===== config.mk =====
export PLATFORM = sky130hd
export DESIGN_NAME = gamepad_report_axis_autocal_top
export DESIGN_NICKNAME = d
export VERILOG_FILES = /design/src/rtl/gpad_pkg.sv /design/src/rtl/gpad_div.sv /design/src/rtl/gamepad_report_axis_autocal_top.sv
export SDC_FILE = /design/constraint.sdc
export NUM_CORES = 1
export LEC_CHECK = 0
export BUFFER_PORTS_ARGS = -buffer_cell sky130_fd_sc_hd__buf_4
export CAP_MARGIN = 20
export CELL_PAD_IN_SITES_DETAIL_PLACEMENT = 1
export CELL_PAD_IN_SITES_GLOBAL_PLACEMENT = 1
export CORE_MARGIN = 10
export CORE_UTILIZATION = 47
export CTS_CLUSTER_DIAMETER = 60
export DETAILED_ROUTE_END_ITERATION = 12
export PLACE_DENSITY = 0.75
export SETUP_SLACK_MARGIN = 0.4
export SYNTH_ARGS = -nofsm -noshare
export SYNTH_HDL_FRONTEND = slang
export SYNTH_SLANG_ARGS = --single-unit

===== constraint.sdc =====
create_clock -name clk -period 13.1 [get_ports clk]
set_clock_uncertainty 0.2 [all_clocks]
set_input_delay 2.62 -clock clk [delete_from_list [all_inputs] [get_ports clk]]
set_output_delay 2.62 -clock clk [all_outputs]
set_load 0.03 [all_outputs]

===== src/rtl/gpad_pkg.sv =====
`timescale 1ns / 1ps
// ----------------------------------------------------------------------------
// gpad_pkg
// Shared types and constants for the classic-controller report decoder.
// ----------------------------------------------------------------------------
package gpad_pkg;

  localparam int unsigned NUM_AXES = 4;
  localparam int unsigned AXIS_W   = $clog2(NUM_AXES);
  localparam int unsigned RAW_W    = 6;
  localparam int unsigned SPAN_W   = 8;
  localparam int unsigned VAL_W    = 16;

  localparam int unsigned PADDR_W  = 3;
  localparam logic [0:0]  REG_BUTTON_MASK = 1'b0;
  localparam logic [15:0] BUTTON_MASK_RESET = 16'hFFFF;

  localparam logic REQ_DECODE = 1'b0;
  localparam logic REQ_CLEAR  = 1'b1;

  typedef struct packed {
    logic        req_type;
    logic [7:0]  report_byte0;
    logic [7:0]  report_byte1;
    logic [7:0]  report_byte2;
    logic [15:0] button_word;
  } req_t;

  typedef struct packed {
    logic [15:0]        buttons;
    logic signed [15:0] left_x_value;
    logic signed [15:0] left_y_value;
    logic signed [15:0] right_x_value;
    logic signed [15:0] right_y_value;
    logic [5:0]         left_x_raw;
    logic [5:0]         left_y_raw;
    logic [4:0]         right_x_raw;
    logic [4:0]         right_y_raw;
  } rsp_t;

endpackage


===== src/rtl/gpad_div.sv =====
`timescale 1ns / 1ps
// ----------------------------------------------------------------------------
// gpad_div
// Restoring divider, one quotient bit per cycle, for num <= den spans.
// ----------------------------------------------------------------------------
module gpad_div import gpad_pkg::*; #(
  parameter int unsigned QW = 16
) (
  input  logic              clk,
  input  logic              rst,
  input  logic              start,
  input  logic [SPAN_W-1:0] num,
  input  logic [SPAN_W-1:0] den,
  output logic              busy,
  output logic              done,
  output logic [QW-1:0]     quo
);

  localparam int unsigned CNT_W = $clog2(QW + 1);

  logic [CNT_W-1:0]  cnt;
  logic [SPAN_W-1:0] rem;
  logic [SPAN_W-1:0] den_q;
  logic              ge;
  logic [SPAN_W-1:0] diff;

  assign ge   = (rem >= den_q);
  assign diff = ge ? (rem - den_q) : rem;

  always_ff @(posedge clk) begin
    if (rst) begin
      busy <= 1'b0;
      done <= 1'b0;
      cnt  <= '0;
    end else begin
      done <= !start && busy && (cnt == CNT_W'(1));
      if (start) begin
        busy  <= 1'b1;
        cnt   <= CNT_W'(QW);
        rem   <= num;
        den_q <= den;
        quo   <= '0;
      end else if (busy) begin
        quo <= {quo[QW-2:0], ge};
        rem <= {diff[SPAN_W-2:0], 1'b0};
        cnt <= cnt - 1'b1;
        if (cnt == CNT_W'(1)) begin
          busy <= 1'b0;
        end
      end
    end
  end

endmodule


===== src/rtl/gamepad_report_axis_autocal_top.sv =====
`timescale 1ns / 1ps
// ----------------------------------------------------------------------------
// gamepad_report_axis_autocal_top
// Classic-controller report decoder with self-calibrating stick axes.
//
// A request transaction on req carries either a report to decode or a
// calibration clear. A decode yields one rsp transaction with the masked
// pressed buttons, the four raw axis readings and the four normalized
// axes in Q1.FRAC_BITS. A clear empties all axis calibration and yields
// nothing.
// A decode runs the four axes in turn through one shared restoring
// divider, one quotient bit per cycle; a centred axis skips the divide.
// req_ready is low while a decode runs and returns with rsp_valid, so
// a new request is not taken until the decode is through.
// rsp is held in an output register; a new request is accepted while it
// waits, and a finished decode holds until rsp is taken.
// Reset (rst, synchronous) marks every axis uncalibrated, drops any
// pending result and sets button_mask to all ones. The APB port holds
// button_mask at address 0; a decode uses the mask in force at acceptance.
// ----------------------------------------------------------------------------
module gamepad_report_axis_autocal_top import gpad_pkg::*; #(
  parameter int unsigned FRAC_BITS = 15
) (
  input  logic               clk,
  input  logic               rst,
  input  logic               req_valid,
  output logic               req_ready,
  input  req_t               req,
  output logic               rsp_valid,
  input  logic               rsp_ready,
  output rsp_t               rsp,
  input  logic               psel,
  input  logic               penable,
  input  logic               pwrite,
  input  logic [PADDR_W-1:0] paddr,
  input  logic [31:0]        pwdata,
  output logic [31:0]        prdata,
  output logic               pready
);

  localparam int unsigned QW = FRAC_BITS + 1;
  localparam int unsigned PosLim = (FRAC_BITS < 15) ? (2**FRAC_BITS - 1) : 32767;
  localparam int unsigned NegLim = (FRAC_BITS < 15) ? (2**FRAC_BITS) : 32768;
  localparam logic [QW-1:0] POS_LIM = QW'(PosLim);
  localparam logic [QW-1:0] NEG_LIM = QW'(NegLim);

  typedef enum logic [2:0] {
    S_IDLE,
    S_CAL,
    S_DIV,
    S_OUT
  } state_t;

  state_t            state;
  logic [AXIS_W-1:0] axis;
  logic [15:0]       button_mask;
  logic [15:0]       buttons;

  logic              cal      [NUM_AXES];
  logic [SPAN_W-1:0] low_seen [NUM_AXES];
  logic [RAW_W-1:0]  centre   [NUM_AXES];
  logic [SPAN_W-1:0] high_seen[NUM_AXES];
  logic [RAW_W-1:0]  raw      [NUM_AXES];
  logic [VAL_W-1:0]  val      [NUM_AXES];
  logic              neg;

  // calibration update for the current axis
  logic              first;
  logic [SPAN_W-1:0] raw8;
  logic [SPAN_W-1:0] lo0, hi0, lo1, hi1;
  logic [RAW_W-1:0]  c0;
  logic              is_neg, is_eq;
  logic [SPAN_W-1:0] num;
  logic signed [SPAN_W:0] den;
  logic              skip;

  logic              div_start, div_busy, div_done;
  logic [QW-1:0]     div_quo;
  logic [QW-1:0]     mag_sat;
  logic [VAL_W-1:0]  div_val;
  logic              cfg_wr;

  always_comb begin
    first  = !cal[axis];
    raw8   = SPAN_W'(raw[axis]);
    c0     = first ? raw[axis] : centre[axis];
    lo0    = first ? (raw8 - SPAN_W'(2)) : low_seen[axis];
    hi0    = first ? (raw8 + SPAN_W'(2)) : high_seen[axis];
    lo1    = (raw8 < lo0) ? raw8 : lo0;
    hi1    = (raw8 > hi0) ? raw8 : hi0;
    is_neg = (raw[axis] < c0);
    is_eq  = (raw[axis] == c0);
    num    = is_neg ? SPAN_W'(c0 - raw[axis]) : SPAN_W'(raw[axis] - c0);
    den    = is_neg ? ($signed({1'b0, SPAN_W'(c0)}) - $signed({1'b0, lo1}))
                    : ($signed({1'b0, hi1}) - $signed({1'b0, SPAN_W'(c0)}));
    skip   = is_eq || (den <= 0);
  end

  assign div_start = (state == S_CAL) && !skip;

  gpad_div #(
    .QW (QW)
  ) u_div (
    .clk   (clk),
    .rst   (rst),
    .start (div_start),
    .num   (num),
    .den   (den[SPAN_W-1:0]),
    .busy  (div_busy),
    .done  (div_done),
    .quo   (div_quo)
  );

  always_comb begin
    if (neg) begin
      mag_sat = (div_quo > NEG_LIM) ? NEG_LIM : div_quo;
      div_val = VAL_W'(17'd0 - 17'(mag_sat));
    end else begin
      mag_sat = (div_quo > POS_LIM) ? POS_LIM : div_quo;
      div_val = VAL_W'(mag_sat);
    end
  end

  assign req_ready = (state == S_IDLE);
  assign pready    = 1'b1;
  assign cfg_wr    = psel && penable && pwrite && (paddr[2] == REG_BUTTON_MASK);
  assign prdata    = (paddr[2] == REG_BUTTON_MASK) ? {16'd0, button_mask} : 32'd0;

  always_ff @(posedge clk) begin
    if (rst) begin
      state       <= S_IDLE;
      axis        <= '0;
      rsp_valid   <= 1'b0;
      button_mask <= BUTTON_MASK_RESET;
      for (int i = 0; i < NUM_AXES; i++) begin
        cal[i] <= 1'b0;
      end
    end else begin
      if (cfg_wr) begin
        button_mask <= pwdata[15:0];
      end
      if (rsp_valid && rsp_ready && (state != S_OUT)) begin
        rsp_valid <= 1'b0;
      end
      unique case (state)
        S_IDLE: begin
          if (req_valid) begin
            if (req.req_type == REQ_CLEAR) begin
              for (int i = 0; i < NUM_AXES; i++) begin
                cal[i] <= 1'b0;
              end
            end else begin
              buttons <= ~req.button_word & button_mask;
              raw[0]  <= req.report_byte0[5:0];
              raw[1]  <= req.report_byte1[5:0];
              raw[2]  <= {1'b0, req.report_byte0[7:6], req.report_byte1[7:6],
                          req.report_byte2[7]};
              raw[3]  <= {1'b0, req.report_byte2[4:0]};
              axis    <= '0;
              state   <= S_CAL;
            end
          end
        end
        S_CAL: begin
          cal[axis]       <= 1'b1;
          centre[axis]    <= c0;
          low_seen[axis]  <= lo1;
          high_seen[axis] <= hi1;
          neg             <= is_neg;
          if (skip) begin
            val[axis] <= '0;
            axis      <= axis + 1'b1;
            state     <= (axis == AXIS_W'(NUM_AXES - 1)) ? S_OUT : S_CAL;
          end else begin
            state <= S_DIV;
          end
        end
        S_DIV: begin
          if (div_done) begin
            val[axis] <= div_val;
            axis      <= axis + 1'b1;
            state     <= (axis == AXIS_W'(NUM_AXES - 1)) ? S_OUT : S_CAL;
          end
        end
        S_OUT: begin
          if (!rsp_valid || rsp_ready) begin
            rsp_valid         <= 1'b1;
            rsp.buttons       <= buttons;
            rsp.left_x_value  <= val[0];
            rsp.left_y_value  <= val[1];
            rsp.right_x_value <= val[2];
            rsp.right_y_value <= val[3];
            rsp.left_x_raw    <= raw[0];
            rsp.left_y_raw    <= raw[1];
            rsp.right_x_raw   <= raw[2][4:0];
            rsp.right_y_raw   <= raw[3][4:0];
            state             <= S_IDLE;
          end
        end
        default: state <= S_IDLE;
      endcase
    end
  end

  a_idle_div_quiet: assert property (@(posedge clk) disable iff (rst)
    req_ready |-> !div_busy)
    else $error("divider busy while accepting requests");

  a_done_in_div: assert property (@(posedge clk) disable iff (rst)
    div_done |-> (state == S_DIV))
    else $error("divider result outside divide state");

  a_clear_empties: assert property (@(posedge clk) disable iff (rst)
    (req_valid && req_ready && (req.req_type == REQ_CLEAR))
      |=> (!cal[0] && !cal[1] && !cal[2] && !cal[3]))
    else $error("calibration not cleared");

  a_cal_marks: assert property (@(posedge clk) disable iff (rst)
    (state == S_CAL) |=> cal[$past(axis)])
    else $error("axis not marked calibrated");

endmodule

; Word-level counts from Yosys, hierarchy flattened
; Memory sizes are Yosys's and may differ from the RTL's. A register that Yosys moved wholly into a read port is not among the register bits.
; Index checks and enable logic that the tools add are counted.
; Widths: inputs -> output; s select.
[word_totals]
ramBits = 180
in_bits = 83
word_cells = 160
latch_bits = 0
memories = 6
regBits = 94
output_inout_bits = 137
romBits = 0
[mem_list]
columns = memory, depth, word_bits, read_ports, rd_clocked_by_memory_dff, wr, line_no
row1 = val, 4, 16, 4, 4, 1, gamepad_report_axis_autocal_top.sv:64  ; logic [VAL_W-1:0] val [NUM_AXES];
row2 = high_seen, 4, 8, 1, 1, 1, gamepad_report_axis_autocal_top.sv:62  ; logic [SPAN_W-1:0] high_seen[NUM_AXES];
row3 = low_seen, 4, 8, 1, 1, 1, gamepad_report_axis_autocal_top.sv:60  ; logic [SPAN_W-1:0] low_seen [NUM_AXES];
row4 = centre, 4, 6, 1, 1, 1, gamepad_report_axis_autocal_top.sv:61  ; logic [RAW_W-1:0] centre [NUM_AXES];
row5 = raw, 4, 6, 5, 5, 4, gamepad_report_axis_autocal_top.sv:63  ; logic [RAW_W-1:0] raw [NUM_AXES];
row6 = cal, 4, 1, 1, 1, 4, gamepad_report_axis_autocal_top.sv:59  ; logic cal [NUM_AXES];
[classes]
addsub = 10
n_mul = 0
n_div = 0
shift = 0
n_mux = 76
n_reduce_logical = 25
bitwise = 10
n_lt_le_gt_ge = 7
n_eq_ne = 12
[op_table]
columns = op, count
row1 = $mux 16, 6
row2 = $mux 8, 7
row3 = $mux 1, 35
row4 = $mux 2, 17
row5 = $and 16x16->16, 1
row6 = $gt 16x15->1 const B, 1
row7 = $gt 16x16->1 const B, 1
row8 = $not 16->16, 1
row9 = $sub 1x16->16 const A, 1
row10 = $sub 6x6->7, 2
row11 = $mux 3, 4
row12 = $pmux 3 s4, 1
row13 = $mux 5, 2
row14 = $le 9x1->1 const B, 1
row15 = $mux 9, 1
row16 = $sub 6x8->9, 1
row17 = $sub 8x6->9, 1
row18 = $ge 8x8->1, 1
row19 = $gt 6x8->1, 1
row20 = $logic_and 1x1->1, 8
row21 = $lt 6x8->1, 1
row22 = $ne 2x2->1 const B, 4
row23 = $reduce_and 4->1, 2
row24 = $add 6x2->7 const B, 1
row25 = 27 further kinds, 39

; Longest topological paths before layout
[logic_depth]
depth_word = 13
ltp_mapped = 29
depth_no_buf = 26

; Hierarchy
; A second synthesis with hierarchy kept.
[hier_totals]
cells_unflattened = 1105
hier_area_um2 = 15638.7
[modules_own_cells]
columns = mod, seq_area_each_um2, n_inst, cells_per_inst, area_per_inst_um2
row1 = gamepad_report_axis_autocal_top, 9339.0, 1, 936, 13679.4
row2 = gpad_div, 1101.1, 1, 169, 1959.4

; Worst setup path before layout
; OpenSTA, ideal clock, no wires.
[synth_path]
path_kind = input to register
from = input rst
to = register, netlist name rsp[0]
slack_ns = 2.408
required_time_ns = 12.212
path_stages = 2
arrival_ns = 9.805
path_buffers = 1
cell_sequence = clkbuf_1 nor3_1
[synth_between]
elab_chain_len = 2
[synth_rtl]
columns = element, line_no
row1 = start: declaration, gamepad_report_axis_autocal_top.sv:25  ; input logic rst,
row2 = $not 1->1 (no line), -
row3 = $reduce_and 3->1 (no line), -
; Every way passes these cells.
; A chain may end at the register's enable or synchronous reset.

==> reports/summary.json <==
{
  "initial_core_util": 0.477,
  "final_min_period_over_clock_period": 0.654,
  "grt_antenna_before_repair": 0,
  "htree_levels": 2,
  "post_cts_resize_count": 0,
  "first_drt_iteration_drcs": 450,
  "antenna-diode-count": 0,
  "critical-path-top-delay-family": "compound AO/OA/AOI/OAI gates",
  "router_iterations_before_antenna_repair": 5,
  "postRouteAntennaNets": 0,
  "powerDensity_nw_per_um2": 253,
  "timing.final.setup_violations": 0,
  "synth_top_cell_by_area": "edfxtp_1",
  "multi_input_combinational_cell_area_um2": 4680,
  "nets": 1434,
  "tightest_slew_ps": 954,
  "timing.reg2reg.setup_slack_ps": 4530,
  "timing.critical_path.fanout_max": 35,
  "routed-via-count": 9410,
  "place.gp.congestion": 0.833,
  "fmaxAchievable_mhz": 117,
  "ctsLongestPathBuffers": 3,
  "grt_start_max_net_pins": 87,
  "cts-buffers-inserted": 37,
  "drt-total-wl_um": 37400,
  "post_detailed_route_wirelength_per_cell_um": 21.2,
  "synth_common_cells": "edfxtp_1, nand2_1, nor2_1, ha_1",
  "worstSetupStartpointType": "flop",
  "leftover_overflow_at_the_end_of_global_routing": 0,
  "insertion_delay_of_the_later_clocked_pin_in_the_worst_skew_pair_ps": 520,
  "cpMaxStageDelayCell": "o221ai_1",
  "flow.area_growth_from_synthesis_pct": 20.0,
  "fp.dieArea_um2": 40700,
  "design.core.area_um2": 32500,
  "worstHoldPathType": "reg -> reg",
  "arrival_ps": 8640,
  "post-route-util": 0.572,
  "path_buf_inv": 3,
  "vias_in_the_first_global_route": 9947,
  "synth_enable_flop_cells": 325,
  "finalWorstPathRequiredPeriod_ps": 8570,
  "top_area_cell_type_share_of_the_netlist_area": 0.629,
  "synth.area.top_cells": "edfxtp_1, dfxtp_1, ha_1",
  "critical_path.endpoint_type": "flop",
  "synthesis.yosys.warnings": 0,
  "report.power.total_uw": 4720,
  "clockRootBuffer": "clkbuf_16",
  "first_pass_grt_wire_length_um": 58200,
  "max_slew_headroom": 0.364,
  "area.sequential_um2": 10400,
  "hold_viol": 0,
  "path_class": "reg -> reg",
  "fillCellCount": 3200,
  "worst_path_largest_cell_delay_ps": 720,
  "route.detailed.vias_per_inst": 5.34,
  "boundaryPins": 220,
  "postSynthRegisterBits": 359,
  "syn-mean-instance-area_um2": 14.3,
  "worst_voltage_drop_across_the_vdd_grid_mv": 0.122,
  "whs_ps": 212,
  "synth.yosys.seq_area_share": 0.673,
  "die_width_um": 202,
  "numClockSinks": 359,
  "postSynth.asyncResetShare": 0,
  "fp.dieH_um": 202,
  "crit_path_frequent_cell": "ha_1",
  "top_reg_cell_synth": "edfxtp_1",
  "final-max-slew-violation-count": 0,
  "postCtsSetupRepairBufs": 0,
  "max-cap-violations": 0,
  "worst_ep_required_time_ps": 13170,
  "dp.final_hpwl_um": 26400,
  "core.rowCount": 66,
  "yosysMostFrequentCell": "edfxtp_1",
  "drcViolationCount": 0,
  "post_synth_instance_area_um2": 15500,
  "io_buffers": 182,
  "finalSetupTns_ps": 0,
  "final_layout_size_suffix_gt1_frac": 0.232,
  "grt_setup_unrepaired": "false",
  "tritoncts": "yes",
  "netlist_instances": 1082,
  "grt_util_all_layers": 0.181,
  "leakage_uw": 0.00713,
  "synth.distinct_cells": 71,
  "cts.reportedPaths.clkPinSlew_ps": 60,
  "outcome": "finished clean",
  "post_cts_hold_buffer_count": 0
}
## worst reg2reg max path: cells and delay by family (launching register included)
kind	cells	cell delay, ps
buffers and inverters	3	1190
AO/OA/AOI/OAI	8	2600
flip-flops	1	320
adder cells (fa/ha/maj)	3	970
XOR/XNOR	1	160
AND/OR/NAND/NOR	8	1810
multiplexers	2	1080
## per-layer routing
| layer | global-route usage | vias to the layer above | part of all wire |
|---|---|---|---|
| met2 | 0.318 | 226 | 0.51 |
| li1 | - | 4409 | - |
| met1 | 0.224 | 4728 | 0.42 |
| met3 | 0.0360 | 47 | 0.052 |
| met5 | 0 | - | 0 |
| met4 | 0.0413 | 0 | 0.018 |
## through the flow
| step | area (um^2) | cells | worst slack (ps) |
|---|---|---|---|
| detailed placement | 17400 | 1692 | 4350 |
| global route | 18600 | 1761 | 4010 |
| CTS | 18600 | 1758 | 4310 |
| global placement | 17400 | 1692 | 4550 |
| finish | 18600 | 1761 | 4530 |
| floorplan | 15600 | 1105 | 2410 |
## worst paths after layout
kind,start,cells after the start,endpoint
setup / recovery,flop,25,u_div.rem[6]$_DFFE_PP_
hold / removal,val[2][0]$_DFFE_PP_,0,rsp[38]$_DFFE_PP_
setup reg to reg,flop,25,u_div.rem[6]$_DFFE_PP_
hold reg to reg,val[2][0]$_DFFE_PP_,0,rsp[38]$_DFFE_PP_
## flip-flops by register name, summed over array words and instances, names as in the netlist, named ones only
register	cells
u_div.den_q	8
button_mask	16
neg	1
u_div.quo	16
u_div.cnt	5
buttons	16
u_div.rem	8
u_div.busy	1
state	2
low_seen	32
rsp_valid	1
raw	22
cal	4
val	64
u_div.done	1
high_seen	32
axis	2
rsp	102
centre	24
## layout make-up
| type | count | share of cell area |
|---|---|---|
| Sequential cell | 359 | 0.561 |
| Multi-Input combinational cell | 641 | 0.251 |
| Timing Repair Buffer | 203 | 0.0833 |
| Clock buffer | 47 | 0.0533 |
| Tap cell | 442 | 0.0297 |
| Clock inverter | 19 | 0.0116 |
| Inverter | 50 | 0.0102 |
## where the power goes
part | leakage [uW] | internal, uW | switching [uW]
clock network | 0.000591 | 619 | 422
registers | 0.00330 | 1570 | 101
logic | 0.00324 | 787 | 1220
## cells in the final DEF (no fill, tap or decap), types with 30 or more instances in the layout
cell       instances
mux2i_1           30
buf_4            201
inv_1             49
nor2_1            57
ha_1              54
clkbuf_16         37
edfxtp_1         325
nor2b_1           44
o21ai_0           33
dfxtp_1           33
a21oi_1           49
nand2_1           83
## cell families (layout without fill, tap and decap cells)
group	Yosys count	after routing	synth area share
other	2	25	0.000484
and+or+nand+nor	295	295	0.0968
muxes	61	61	0.0593
DFF	359	359	0.673
adders and majority gates	59	59	0.0500
buffers and inverters	105	319	0.0322
AOI/OAI and AO/OA	176	176	0.0744
xor gates and xnor gates	25	25	0.0141
Note: power is estimated with default switching activity, not from simulation.
